<file path="src/hw/rtl/assert_macros.svh">
// Assertion macros used by the classifier unit RTL.
// No dependencies; define ASSERT_OFF to compile the checks out.
`ifndef ASSERT_MACROS_SVH
`define ASSERT_MACROS_SVH

`ifndef ASSERT_OFF

// Property must hold at every clock edge outside reset.
`define ASSERT_ALWAYS(name, clk, rstn, prop, msg) \
    name: assert property (@(posedge clk) disable iff (!rstn) (prop)) else $error(msg);

// Antecedent implies consequent, both written as full sequences.
`define ASSERT_IMPLIES(name, clk, rstn, prop, msg) \
    name: assert property (@(posedge clk) disable iff (!rstn) prop) else $error(msg);

`else

`define ASSERT_ALWAYS(name, clk, rstn, prop, msg)
`define ASSERT_IMPLIES(name, clk, rstn, prop, msg)

`endif

`endif

</file>
<file path="src/hw/rtl/eflc_pkg.sv">
// Types and constants for the Ethernet frame length classifier.
// No dependencies.
`timescale 1ns / 1ps

package eflc_pkg;

    typedef struct packed {
        logic [7:0] data_byte;
        logic       frame_end;
    } in_t;

    typedef struct packed {
        logic [1:0]  status;
        logic [16:0] frame_length;
    } out_t;

    localparam logic [1:0] ST_OK        = 2'd0;
    localparam logic [1:0] ST_FORWARD   = 2'd1;
    localparam logic [1:0] ST_INVALID   = 2'd2;
    localparam logic [1:0] ST_TRUNCATED = 2'd3;

    localparam logic [15:0] ETYPE_IPV4     = 16'h0800;
    localparam logic [15:0] ETYPE_IPV6     = 16'h86DD;
    localparam logic [15:0] ETYPE_ARP      = 16'h0806;
    localparam logic [15:0] ETYPE_VLAN     = 16'h8100;
    localparam logic [15:0] ETYPE_PUP      = 16'h0200;
    localparam logic [15:0] ETYPE_SPRITE   = 16'h0500;
    localparam logic [15:0] ETYPE_REVARP   = 16'h8035;
    localparam logic [15:0] ETYPE_ATALK    = 16'h809B;
    localparam logic [15:0] ETYPE_AARP     = 16'h80F3;
    localparam logic [15:0] ETYPE_IPX      = 16'h8137;
    localparam logic [15:0] ETYPE_LOOPBACK = 16'h9000;

    localparam logic [7:0] PROTO_ZERO = 8'd0;
    localparam logic [7:0] PROTO_TCP  = 8'd6;
    localparam logic [7:0] PROTO_UDP  = 8'd17;

    localparam logic [4:0] OFF_ETYPE_HI  = 5'd12;
    localparam logic [4:0] OFF_ETYPE_LO  = 5'd13;
    localparam logic [4:0] OFF_IHL       = 5'd14;
    localparam logic [4:0] OFF_TOTLEN_HI = 5'd16;
    localparam logic [4:0] OFF_TOTLEN_LO = 5'd17;
    localparam logic [4:0] OFF_PAYLEN_HI = 5'd18;
    localparam logic [4:0] OFF_PAYLEN_LO = 5'd19;
    localparam logic [4:0] OFF_PROTO     = 5'd23;
    localparam logic [4:0] OFF_LIMIT     = 5'd24;

    localparam logic [16:0] ETH_HDR_BYTES  = 17'd14;
    localparam logic [16:0] ARP_LEN        = 17'd60;  // 28 + 18 pad + 14
    localparam logic [16:0] VLAN_LEN       = 17'd18;  // 14 + 4 tag
    localparam logic [16:0] IPV6_FIXED_LEN = 17'd54;  // 40 + 14
    localparam logic [3:0]  MIN_IHL_WORDS  = 4'd5;    // 20 bytes / 4

endpackage

</file>
<file path="src/hw/rtl/ethernet_frame_length_classifier_unit.sv">
// Ethernet frame length classifier: byte-wide frame in, one status/length per frame out.
// Depends on eflc_pkg and assert_macros.svh.
`timescale 1ns / 1ps
// A result enters the output register when the deciding byte is accepted while that
// register is free, and shows on m_valid in the next cycle.
// Throughput: one byte per cycle; header decode is a compare-and-capture per byte.
// A result register plus one skid entry let bytes flow while a result waits;
// s_ready drops only while both hold results.
// Reset: aresetn synchronous, active low; clears offset, captures and result valid flags.
`include "assert_macros.svh"

module ethernet_frame_length_classifier_unit (
    input  logic         aclk,
    input  logic         aresetn,
    input  logic         s_valid,
    output logic         s_ready,
    input  eflc_pkg::in_t  s_payload,
    output logic         m_valid,
    input  logic         m_ready,
    output eflc_pkg::out_t m_payload
);
    import eflc_pkg::*;

    logic [4:0]  byte_offset_reg, byte_offset_next;
    logic [15:0] ether_kind_reg, ether_kind_next;
    logic [3:0]  header_words_reg, header_words_next;
    logic [15:0] ipv4_total_len_reg, ipv4_total_len_next;
    logic [7:0]  ipv6_len_hi_reg, ipv6_len_hi_next;
    logic        decided_reg, decided_next;

    logic        out_valid_reg, out_valid_next;
    out_t        out_data_reg, out_data_next;
    logic        skid_valid_reg, skid_valid_next;
    out_t        skid_data_reg, skid_data_next;

    logic        s_accept;
    logic        out_take;
    logic [7:0]  b;
    logic [15:0] kind_now;
    logic        legacy;
    logic        decide_now;
    logic        res_valid;
    out_t        res;

    assign s_ready   = !skid_valid_reg;
    assign s_accept  = s_valid && s_ready;
    assign out_take  = out_valid_reg && m_ready;
    assign m_valid   = out_valid_reg;
    assign m_payload = out_data_reg;
    assign b         = s_payload.data_byte;

    // EtherType as seen at the low byte, including the byte arriving now
    assign kind_now = {ether_kind_reg[15:8], b};

    assign legacy = (kind_now == ETYPE_PUP)    || (kind_now == ETYPE_SPRITE) ||
                    (kind_now == ETYPE_REVARP) || (kind_now == ETYPE_ATALK)  ||
                    (kind_now == ETYPE_AARP)   || (kind_now == ETYPE_IPX)    ||
                    (kind_now == ETYPE_LOOPBACK);

    // Decode the current byte against the captured header fields
    always_comb begin
        decide_now = 1'b0;
        res.status = ST_INVALID;
        res.frame_length = '0;
        priority if (byte_offset_reg == OFF_ETYPE_LO && kind_now != ETYPE_IPV4 &&
                     kind_now != ETYPE_IPV6) begin
            decide_now = 1'b1;
            priority if (kind_now == ETYPE_ARP) begin
                res.status = ST_OK;
                res.frame_length = ARP_LEN;
            end else if (kind_now == ETYPE_VLAN) begin
                res.status = ST_OK;
                res.frame_length = VLAN_LEN;
            end else if (legacy) begin
                res.status = ST_FORWARD;
            end else begin
                res.status = ST_INVALID;
            end
        end else if (byte_offset_reg == OFF_PAYLEN_LO && ether_kind_reg == ETYPE_IPV6) begin
            decide_now = 1'b1;
            res.status = ST_OK;
            res.frame_length = {1'b0, ipv6_len_hi_reg, b} + IPV6_FIXED_LEN;
        end else if (byte_offset_reg == OFF_PROTO && ether_kind_reg == ETYPE_IPV4) begin
            decide_now = 1'b1;
            if (b == PROTO_ZERO || b == PROTO_TCP || b == PROTO_UDP) begin
                if (header_words_reg < MIN_IHL_WORDS) begin
                    res.status = ST_INVALID;
                end else begin
                    res.status = ST_OK;
                    res.frame_length = {1'b0, ipv4_total_len_reg} + ETH_HDR_BYTES;
                end
            end else begin
                res.status = ST_FORWARD;
            end
        end else begin
            decide_now = 1'b0;
            if (s_payload.frame_end) begin
                res.status = ST_TRUNCATED;
            end
        end
    end

    assign res_valid = !decided_reg && (decide_now || s_payload.frame_end);

    // Frame parsing state
    always_comb begin
        byte_offset_next    = byte_offset_reg;
        ether_kind_next     = ether_kind_reg;
        header_words_next   = header_words_reg;
        ipv4_total_len_next = ipv4_total_len_reg;
        ipv6_len_hi_next    = ipv6_len_hi_reg;
        decided_next        = decided_reg;
        if (s_accept) begin
            if (!decided_reg) begin
                unique case (byte_offset_reg)
                    OFF_ETYPE_HI:  ether_kind_next = {b, 8'h00};
                    OFF_ETYPE_LO:  ether_kind_next = kind_now;
                    OFF_IHL:       header_words_next = b[3:0];
                    OFF_TOTLEN_HI: ipv4_total_len_next = {b, 8'h00};
                    OFF_TOTLEN_LO: ipv4_total_len_next = {ipv4_total_len_reg[15:8], b};
                    OFF_PAYLEN_HI: ipv6_len_hi_next = b;
                    default: ;
                endcase
                if (decide_now) begin
                    decided_next = 1'b1;
                end
            end
            if (s_payload.frame_end) begin
                // clear everything for the next frame
                byte_offset_next    = '0;
                ether_kind_next     = '0;
                header_words_next   = '0;
                ipv4_total_len_next = '0;
                ipv6_len_hi_next    = '0;
                decided_next        = 1'b0;
            end else if (byte_offset_reg < OFF_LIMIT) begin
                byte_offset_next = byte_offset_reg + 5'd1;
            end
        end
    end

    // Result register with one skid entry
    always_comb begin
        out_valid_next  = out_valid_reg;
        out_data_next   = out_data_reg;
        skid_valid_next = skid_valid_reg;
        skid_data_next  = skid_data_reg;
        if (out_take || !out_valid_reg) begin
            if (skid_valid_reg) begin
                out_valid_next  = 1'b1;
                out_data_next   = skid_data_reg;
                skid_valid_next = 1'b0;
            end else if (s_accept && res_valid) begin
                out_valid_next = 1'b1;
                out_data_next  = res;
            end else begin
                out_valid_next = 1'b0;
            end
        end else if (s_accept && res_valid) begin
            // output stalled: park the transaction
            skid_valid_next = 1'b1;
            skid_data_next  = res;
        end
    end

    always_ff @(posedge aclk) begin
        if (!aresetn) begin
            byte_offset_reg    <= '0;
            ether_kind_reg     <= '0;
            header_words_reg   <= '0;
            ipv4_total_len_reg <= '0;
            ipv6_len_hi_reg    <= '0;
            decided_reg        <= 1'b0;
            out_valid_reg      <= 1'b0;
            skid_valid_reg     <= 1'b0;
        end else begin
            byte_offset_reg    <= byte_offset_next;
            ether_kind_reg     <= ether_kind_next;
            header_words_reg   <= header_words_next;
            ipv4_total_len_reg <= ipv4_total_len_next;
            ipv6_len_hi_reg    <= ipv6_len_hi_next;
            decided_reg        <= decided_next;
            out_valid_reg      <= out_valid_next;
            skid_valid_reg     <= skid_valid_next;
        end
    end

    always_ff @(posedge aclk) begin
        out_data_reg  <= out_data_next;
        skid_data_reg <= skid_data_next;
    end

    `ASSERT_ALWAYS(a_skid_behind_out, aclk, aresetn,
        !skid_valid_reg || out_valid_reg, "skid holds a result while output register is empty")
    `ASSERT_ALWAYS(a_offset_saturates, aclk, aresetn,
        byte_offset_reg <= OFF_LIMIT, "byte offset past saturation limit")
    `ASSERT_ALWAYS(a_decided_after_type, aclk, aresetn,
        !decided_reg || byte_offset_reg > OFF_ETYPE_LO, "decision flagged before EtherType")
    `ASSERT_ALWAYS(a_len_zero_unless_ok, aclk, aresetn,
        !out_valid_reg || out_data_reg.status == ST_OK || out_data_reg.frame_length == '0,
        "nonzero length on non-OK status")
    `ASSERT_IMPLIES(a_frame_end_clears, aclk, aresetn,
        (s_accept && s_payload.frame_end) |=> (byte_offset_reg == '0 && !decided_reg),
        "frame end did not clear parser state")

endmodule
</file>
<file path="config.mk">
export PLATFORM = sky130hd
export DESIGN_NAME = ethernet_frame_length_classifier_unit
export DESIGN_NICKNAME = d
export VERILOG_FILES = /design/src/hw/rtl/eflc_pkg.sv /design/src/hw/rtl/ethernet_frame_length_classifier_unit.sv
export VERILOG_INCLUDE_DIRS = /design/src /design/src/hw/rtl
export SDC_FILE = /design/constraint.sdc
export NUM_CORES = 1
export LEC_CHECK = 0
export ABC_AREA = 1
export BUFFER_PORTS_ARGS = -buffer_cell sky130_fd_sc_hd__buf_2
export CELL_PAD_IN_SITES_DETAIL_PLACEMENT = 2
export CELL_PAD_IN_SITES_GLOBAL_PLACEMENT = 2
export CORE_MARGIN = 5
export CORE_UTILIZATION = 25
export CTS_BUF_LIST = sky130_fd_sc_hd__clkbuf_4 sky130_fd_sc_hd__clkbuf_8 sky130_fd_sc_hd__clkbuf_16
export CTS_CLUSTER_SIZE = 16
export DETAILED_ROUTE_END_ITERATION = 10
export MAX_ROUTING_LAYER = met4
export PLACE_DENSITY = 0.59
export SYNTH_ARGS = -nofsm -noshare
export SYNTH_HDL_FRONTEND = slang
export SYNTH_SLANG_ARGS = --single-unit
</file>
<file path="constraint.sdc">
create_clock -name aclk -period 3 [get_ports aclk]
set_input_delay 0.45 -clock aclk [delete_from_list [all_inputs] [get_ports aclk]]
set_output_delay 0.45 -clock aclk [all_outputs]
set_load 0.1 [all_outputs]
</file>
==> results.md, run 1 <==
- CP required: a little over 3 ns
- Largest net degree at the start of global routing: 35
- Initial DRC count: approximately 180
- Kind of end point of the critical path: register
- Synthesis-stage register bit count: 90
- Fin cells: 1097
- Area share of fa/ha/maj cells after synthesis: under 10%
- Highest clock rate: ~390 MHz
- Max VDD drop: between 200 and 250 µV
- Starting Density: about a quarter
- Largest family of logic cells by synthesized area: simple AND/OR/NAND/NOR gates
- Cell Area, Placed: slightly below 6000 µm²
- Crit Path Max Fanout: 19
- DRT Pass-1 Iters: 4
- Post-route cell area: a little over 6000 µm²
- Power per cell area: between 400 and 500 nW/µm²
- Fin Hold WS: roughly 0.42 ns
- Die Area: roughly 25000 µm²
- Cell area after synthesis: 5448 µm²
- Post-synthesis mux area share: 0%
- Vias: around 5200
- Unrepaired setup endpoints after global routing: false
- Vias in the first global route: 5670
- Pre-CTS WS: between 0.3 and 0.4 ns
- PnR worst setup slack: roughly 0.42 ns
- CP arrival: approximately 2.6 ns
- Remaining Overflow, GRT: 0
- Fin. max-slew vios: 0
- Post-Syn Nets: about 800
- Final ANT Viol Nets: 0
- Yosys warns: 0
- Count of cell types in the netlist: between 40 and 50
- GRT Util Overall: about 17%
- Setup Buffers After CTS: 0
- Setup violations, final: 0
- Detail Placement HPWL: approximately 16 mm
- Core Region: about 22000 µm²
- Bufs on Longest Clock Path: 2
- First-pass GRT wire length: 31.60 mm
- Xor/xnor share of the synthesized area: under 10%
- Clock sink count: 90
- Die height: 157.6 µm
- Post-CTS Hold Fix Bufs: 0
- Via density: 4.695
- Mean post-synth cell area: between 6 and 7 µm²
- I/O Pins: 34
- Slew headroom: roughly two fifths
- # rows: 54
- Lkg Pwr: between 2 and 3 nW
- TritonCTS clock tree: built
- Worst setup SP type: register
- Area grow syn2layout: 13.21%
- Number of buffers added on ports: 33
- Nets: about 830
- Max Cap Viol: 0
- Share of post-route cells with drive strength above 1: between 10 and 15%
- Setup CP Type: register to register
- Clk root buf: clkbuf_16
- Worst Tran Pin Value: 0.8671 ns
- CTS buffer count: 9
- Post-synthesis sequential area ratio: between 40% and 50%
- Post-Synth Simple-Gate Area: a little under two fifths
- H-tree Lvls: 3
- Design Power: approximately 2.7 mW
- Final setup TNS: 0 ns
- Hold Crit Class: primary input to register
- Fin Clk Skew: roughly 0.016 ns
- Compound-Gate Fraction of Synth Area: between 10% and 20%
- DR WL/cell: between 15 and 20 µm
- Antenna violations before repair: 0
- Drt total wl: about 20 mm
- Final core occ: 28.52%
- Minimum clock period: around 2.6 ns
- Placed insts: 1081
- Later-pin clock latency in the skew report: 0.35 ns
- Outcome: finished, final reports clean
- Die W: about 160 µm
- Synth Instances: between 700 and 800
- ANT cells: 0
- Final count of hold timing violations: 0
- Clock slew at reported path FFs: 0.07 ns
- Gpl congestion: around 0.86
- Final period utilization: between 80% and 90%
- Number of gates resized after cts: 0
- Drt drc: 0
==> layout by cell type (no fill, tap or decap), types with 6 or more instances in the layout <==
cell type	instances
a21oi_1	59
buf_2	33
clkbuf_16	9
dfxtp_1	52
edfxtp_1	38
ha_1	6
inv_1	75
inv_2	9
nand2_1	255
nand3_1	68
nand3_2	6
nand4_1	14
nor2_1	90
nor2_2	13
o21ai_0	15
xor2_1	9
==> worst max-delay path, stage by stage (launching register included) <==
cell and delay [ns]:
dfxtp_1 0.42, ha_1 0.25, nand2_2 0.11, inv_1 0.08, nand2_1 0.07, nor3_2 0.20, nand2_2 0.27, nand2_1 0.24
o21ai_2 0.15, nor3_2 0.15, buf_4 0.29
==> metal layers <==
| layer | track usage, % | up-vias | wire length (µm) |
|---|---|---|---|
| li1 | - | 2593 | - |
| met1 | 21.55 | 2500 | 9471 |
| met2 | 28.76 | 39 | 9749 |
| met3 | 2.378 | 18 | 356 |
| met4 | 4.138 | 0 | 368 |
| met5 | - | - | 0 |
==> synth_stat cells, drive strengths merged <==
cell,instances,area (µm²)
nor2,106,452.9
o221ai,1,8.760
a31oi,2,18.77
xnor2,5,43.79
buf,12,83.83
o21a,1,7.510
nor3,8,66.32
xor2,9,78.83
clkbuf,8,40.04
nand2,261,999.7
nand3b,1,7.510
inv,84,315.3
o211ai,3,22.52
or2,3,18.77
a211oi,5,37.54
o32ai,1,8.760
o31ai,1,7.510
a21oi,60,300.3
ha,6,75.07
o21ai,20,118.9
dfxtp,52,1041
clkinv,2,12.51
o21bai,3,22.52
nand4,14,87.58
edfxtp,38,1141
nand3,75,417.9
and2,2,12.51
==> report_power, final <==
group          internal [mW]  total [mW]  switching (mW)  leakage, nW
clock                  0.581        1.12           0.542        0.130
combinational         0.0591       0.296           0.237         1.61
sequential              1.30        1.32          0.0223        0.775
==> layout make-up <==
cell class	count	area, µm²
Clock buffer	10	232.7
Clock inverter	6	48.80
Fill cell	2625	15450
Inverter	86	327.8
Multi-Input combinational cell	587	2823
Sequential cell	90	2182
Tap cell	280	350.3
Timing Repair Buffer	38	202.7
==> worst paths after layout <==
| path | from | end | slack (ns) | depth (start not counted) |
|---|---|---|---|---|
| max | byte_offset_reg[0]$_SDFFE_PN0P_ | skid_data_reg[7]$_DFFE_PP_ | 0.42 | 10 |
| min | m_ready | m_valid$_SDFFE_PN0P_ | 0.42 | 4 |
| max reg2reg | byte_offset_reg[0]$_SDFFE_PN0P_ | skid_data_reg[7]$_DFFE_PP_ | 0.42 | 10 |
| min reg2reg | header_words_reg[0]$_SDFFE_PN0P_ | header_words_reg[0]$_SDFFE_PN0P_ | 0.47 | 2 |
==> cells by family (layout without fill, tap and decap cells) <==
family | count (synthesis) | count (layout)
flip-flops | 90 | 90
AND/OR/NAND/NOR | 470 | 470
AO/OA/AOI/OAI | 97 | 97
adder cells (fa/ha/maj) | 6 | 6
XOR/XNOR | 14 | 14
buffers and inverters | 106 | 140
(Power assumes the default switching activity.)
==> run 2: changes to the inputs <==
--- a/config.mk
+++ b/config.mk
@@ -17,6 +17,9 @@
 export DETAILED_ROUTE_END_ITERATION = 10
 export MAX_ROUTING_LAYER = met4
 export PLACE_DENSITY = 0.59
+export RECOVER_POWER = 25
+export SLEW_MARGIN = 25
 export SYNTH_ARGS = -nofsm -noshare
 export SYNTH_HDL_FRONTEND = slang
 export SYNTH_SLANG_ARGS = --single-unit
+export TNS_END_PERCENT = 10
==> run 2 against run 1 <==
Compared with the run above:
- power barely moved
- critical path depth unchanged
- via count about the same
- clock skew is 0.0012 ns higher
- worst setup slack got worse by 0.0010 ns
- global-route usage is the same
- cell area decreased by 0.71%
- utilization decreased by 0.20 points
- clock power about the same
- sequential power hardly changed
- fmax hardly changed
==> results.md, run 2 (synthesis results as in run 1) <==
- Outcome: finished, final reports clean
- Reg-to-reg startpoint: ether_kind_reg[15]$_SDFFE_PN0P_
- H-tree Lvls: 3
- GRT Util Overall: roughly 17%
- Bufs on Longest Clock Path: 2
- Kind of end point of the critical path: register
- Max VDD drop: between 200 and 250 µV
- Commonest non-fill, non-tap cell in the layout: nand2_1
- Drt total wl: around 20 mm
- Met3 Track Usage GR: under 10%
- Number of buffers added on ports: 33
- ANT cells: 0
- Worst Setup EP: m_payload[14]$_DFFE_PP_
- I/O Pins: 34
- Clock slew at reported path FFs: 0.08 ns
- Vias: ~5200
- Number of gates resized after cts: 0
- Final ANT Viol Nets: 0
- Reg2reg path depth: 10
- Highest clock rate: 387.3 MHz
- Slew headroom: between 20% and 30%
- Area grow syn2layout: 12.40%
- Placed insts: 1081
- PnR worst setup slack: approximately 0.42 ns
- Fin. max-slew vios: 0
- CP required: ~3.1 ns
- CP arrival: 2.67 ns
- Pre-CTS WS: 0.3958 ns
- Lkg Pwr: 2.460 nW
- Die Area: about 25000 µm²
- Largest net degree at the start of global routing: 35
- Gpl congestion: ~0.86
- Via density: ~4.7
- Starting Density: approximately 25%
- Setup Buffers After CTS: 0
- Fill count: around 2600
- Setup violations, final: 0
- Final period utilization: a little under nine tenths
- Detail Placement HPWL: ~16 mm
- Unrepaired setup endpoints after global routing: false
- Final setup TNS: 0 ns
- # rows: 54
- Clk root buf: clkbuf_16
- Most frequent cells in the layout: nand2_1 (256), nor2_1 (91), inv_1 (78)
- Crit Path Max Fanout: 19
- Hold path cells: 4
- Clock sink count: 90
- Worst r2r dst: m_payload[14]$_DFFE_PP_
- Fin Clk Skew: 0.01762 ns
- CTS buffer count: 9
- Drt drc: 0
- Core Region: around 22000 µm²
- Final count of hold timing violations: 0
- DR WL/cell: about 18 µm
- Vias in the first global route: 5670
- Max Cap Viol: 0
- DRT Pass-1 Iters: 4
- TritonCTS clock tree: built
- FF-to-FF setup slack: between 0.4 and 0.5 ns
- Power per cell area: ~450 nW/µm²
- GR Util met2: between 20% and 30%
- Setup CP Type: register to register
- Nets: slightly above 800
- Worst Setup SP: ether_kind_reg[15]$_SDFFE_PN0P_
- Die height: 157.6 µm
- Antenna violations before repair: 0
- Post-CTS Hold Fix Bufs: 0
- Minimum clock period: 2.582 ns
- Worst setup SP type: register
- First-pass GRT wire length: ~32 mm
- Hold Crit Class: primary input to register
- Global-route track usage on met1: between 20% and 30%
- Worst Tran Pin Value: 1.191 ns
- Die W: between 150 and 200 µm
- Fin Hold WS: between 0.4 and 0.5 ns
- Area of the multi-input gates: roughly 2800 µm²
- Share of post-route cells with drive strength above 1: 9.792%
- Later-pin clock latency in the skew report: approximately 0.36 ns
- Remaining Overflow, GRT: 0
- Initial DRC count: ~170
- GR peak layer: met2
- Fin cells: roughly 1100
- Reg area: between 2000 and 2500 µm²
-- run 2: worst min path at each step --
stage,from,end
CTS,m_ready,m_valid$_SDFFE_PN0P_
floorplan,header_words_reg[1]$_SDFFE_PN0P_,header_words_reg[1]$_SDFFE_PN0P_
detailed placement,header_words_reg[0]$_SDFFE_PN0P_,header_words_reg[0]$_SDFFE_PN0P_
global placement,header_words_reg[1]$_SDFFE_PN0P_,header_words_reg[1]$_SDFFE_PN0P_
finish,m_ready,m_valid$_SDFFE_PN0P_
global route,m_ready,skid_valid_reg$_SDFFE_PP0P_
-- run 2: where the power goes --
group / internal [mW] / switching (mW)
registers: 1.30 / 0.0226
clock network: 0.582 / 0.546
logic: 0.0559 / 0.237
-- run 2: critical path, cell delays in order (launching register included) --
cell and delay, ns:
dfxtp_1 0.37, inv_1 0.06, nor2_1 0.12, nand2_1 0.11
nor2_1 0.38, nand2_1 0.12, nand3_2 0.30, nand2_1 0.18
o21ai_2 0.35, a21oi_2 0.09, buf_4 0.22
-- run 2: metal layers --
metal / vias up / wire (µm)
met5: - / 0
met4: 0 / 364
met3: 18 / 417
met2: 45 / 9796
met1: 2503 / 9454
li1: 2589 / -
-- run 2: metrics by stage --
step	power, mW	instance area, µm²	utilization (%)
finish	2.742	6123	28.32
global route	2.860	6123	28.32
CTS	2.790	6167	28.52
detailed placement	1.651	5886	27.22
global placement	1.647	5886	27.22
floorplan	1.552	5453	-
-- run 2: final cells by class --
class / instances / area share [%]
inverters: 86 / 5.353
well taps: 280 / 5.721
repair buffers: 38 / 2.861
clock inverters: 6 / 0.7969
multi-input cells: 587 / 45.83
clock buffers: 10 / 3.801
flip-flops and latches: 90 / 35.64
==> run 3: changes to the inputs <==
--- a/config.mk
+++ b/config.mk
@@ -12,7 +12,6 @@
 export CELL_PAD_IN_SITES_GLOBAL_PLACEMENT = 2
 export CORE_MARGIN = 5
 export CORE_UTILIZATION = 25
-export CTS_BUF_LIST = sky130_fd_sc_hd__clkbuf_4 sky130_fd_sc_hd__clkbuf_8 sky130_fd_sc_hd__clkbuf_16
 export CTS_CLUSTER_SIZE = 16
 export DETAILED_ROUTE_END_ITERATION = 10
 export MAX_ROUTING_LAYER = met4
==> run 3 against run 2 <==
Compared with the run above:
- clock power about the same
- via count increased by 0.14%
- highest routed layer unchanged
- routed wire length decreased by 0.29%
- sequential power about the same
- clock skew decreased by 0.00065 ns
- register-to-register slack about the same
- non-clock buffer count unchanged
- global-route usage about the same
- fmax about the same
- utilization about the same
- cell area about the same
==> results.md, run 3 (synthesis results as in run 1) <==
- Commonest non-fill, non-tap cell in the layout: nand2_1
- Initial DRC count: 181
- Setup violations, final: 0
- Area grow syn2layout: 12.33%
- First-pass GRT wire length: between 30 and 40 mm
- Starting Density: approximately a quarter
- Pre-CTS WS: a little under 0.4 ns
- CTS buffer count: 9
- # rows: 54
- Detail Placement HPWL: 15.90 mm
- DR WL/cell: between 15 and 20 µm
- Slew headroom: around a fifth
- Gpl congestion: between 0.8 and 0.9
- Crit path max-delay family: simple AND/OR/NAND/NOR gates
- Worst setup SP type: register
- Via density: around 4.7
- Clock slew at reported path FFs: 0.08 ns
- ANT cells: 0
- Final count of hold timing violations: 0
- Later-pin clock latency in the skew report: between 0.3 and 0.4 ns
- Fin. max-slew vios: 0
- Most frequent cells in the layout: nand2_1 (256), nor2_1 (91), inv_1 (78)
- Area of the multi-input gates: ~2800 µm²
- Die Area: approximately 25000 µm²
- Post-route cell area: about 6000 µm²
- Core Region: ~22000 µm²
- Max Cap Viol: 0
- Highest clock rate: slightly below 400 MHz
- Share of post-route cells with drive strength above 1: 9.670%
- Bufs on Longest Clock Path: 2
- Antenna violations before repair: 0
- Design Power: around 2.7 mW
- Vias in the first global route: 5666
- Clock sink count: 90
- CP required: a little over 3 ns
- Final setup TNS: 0 ns
- GRT Util Overall: between 15 and 20%
- Minimum clock period: between 2 and 3 ns
- Worst path cell trace: inv_1, nor2_1, nand2_1, nor2_1, nand2_2, nand2_1, o21ai_2, nor3_2, buf_4
- Die height: about 160 µm
- Number of buffers added on ports: 33
- Nets: approximately 830
- Clk root buf: clkbuf_16
- Setup CP Type: register to register
- H-tree Lvls: 3
- Worst path slowest cell: nor2_1
- Crit Path Max Fanout: 19
- Number of gates resized after cts: 0
- Kind of end point of the critical path: register
- Setup Buffers After CTS: 0
- Die W: roughly 160 µm
- Crit path buf inv count: 2
- Final ANT Viol Nets: 0
- PnR worst setup slack: about 0.42 ns
- Worst path max stage delay: 0.38 ns
- CP arrival: ~2.6 ns
- Outcome: finished, final reports clean
- I/O Pins: 34
- Largest net degree at the start of global routing: 35
- Lkg Pwr: 2.457 nW
- Remaining Overflow, GRT: 0
- DRT Pass-1 Iters: 4
- Max VDD drop: ~210 µV
- TritonCTS clock tree: built
- Cell Area, Placed: roughly 6000 µm²
- Hold Crit Class: primary input to register
- Worst Tran Pin Value: 1.191 ns
- Post-CTS Hold Fix Bufs: 0
- Drt drc: 0
- Unrepaired setup endpoints after global routing: false
- Power per cell area: 446.9 nW/µm²
- Reg area: about 2200 µm²
- Final period utilization: around 86%
- Fin Clk Skew: approximately 0.017 ns
- Drt total wl: 19.97 mm
- Vias: a little over 5000
- Fill count: approximately 2600
-- run 3: cell counts in the layout (fill, tap and decap cells not counted) --
Identical to the previous run, type by type.
-- run 3: report_power, final --
part / switching (mW) / internal [mW] / leakage [nW]
registers: 0.0225 / 1.30 / 0.775
clock network: 0.548 / 0.573 / 0.126
logic: 0.237 / 0.0559 / 1.56
total: 0.808 / 1.93 / 2.46
-- run 3: per-stage QoR --
step | util, % | hold WS, ns | std cells
2_1_floorplan | - | 0.4342 | 783
3_3_place_gp | 27.22 | 0.4474 | 1081
4_1_cts | 28.51 | 0.4185 | 1097
6_report | 28.30 | 0.4266 | 1097
5_1_grt | 28.30 | 0.4447 | 1097
3_5_place_dp | 27.22 | 0.4652 | 1081
-- run 3: worst paths after layout --
path	startpoint	endpoint	slack, ns	cells after the start
setup / recovery	ether_kind_reg[15]$_SDFFE_PN0P_	skid_data_reg[7]$_DFFE_PP_	0.42	9
hold / removal	m_ready	m_valid$_SDFFE_PN0P_	0.43	4
hold reg to reg	header_words_reg[0]$_SDFFE_PN0P_	header_words_reg[0]$_SDFFE_PN0P_	0.47	2
setup reg to reg	ether_kind_reg[15]$_SDFFE_PN0P_	skid_data_reg[7]$_DFFE_PP_	0.42	9
-- run 3: tightest hold or removal path, cell delays in order --
cell     delay (ns)
buf_2          0.09
nor2_1         0.06
nand2_1        0.08
nand2_1        0.05
-- run 3: per-layer routing --
layer  up-vias  global-route usage (%)  part of all wire (%)
met4         0                   4.138                   1.8
li1       2588                       -                     -
met3        17                   2.378                   2.3
met5         -                       -                     0
met1      2503                   21.57                    47
met2        54                   28.70                    49
-- run 3: cell type report --
class | count | share of cell area (%)
well taps | 280 | 5.725
inverters | 86 | 5.357
flip-flops and latches | 90 | 35.66
repair buffers | 38 | 2.862
clock buffers | 10 | 3.742
clock inverters | 6 | 0.7974
multi-input cells | 587 | 45.86
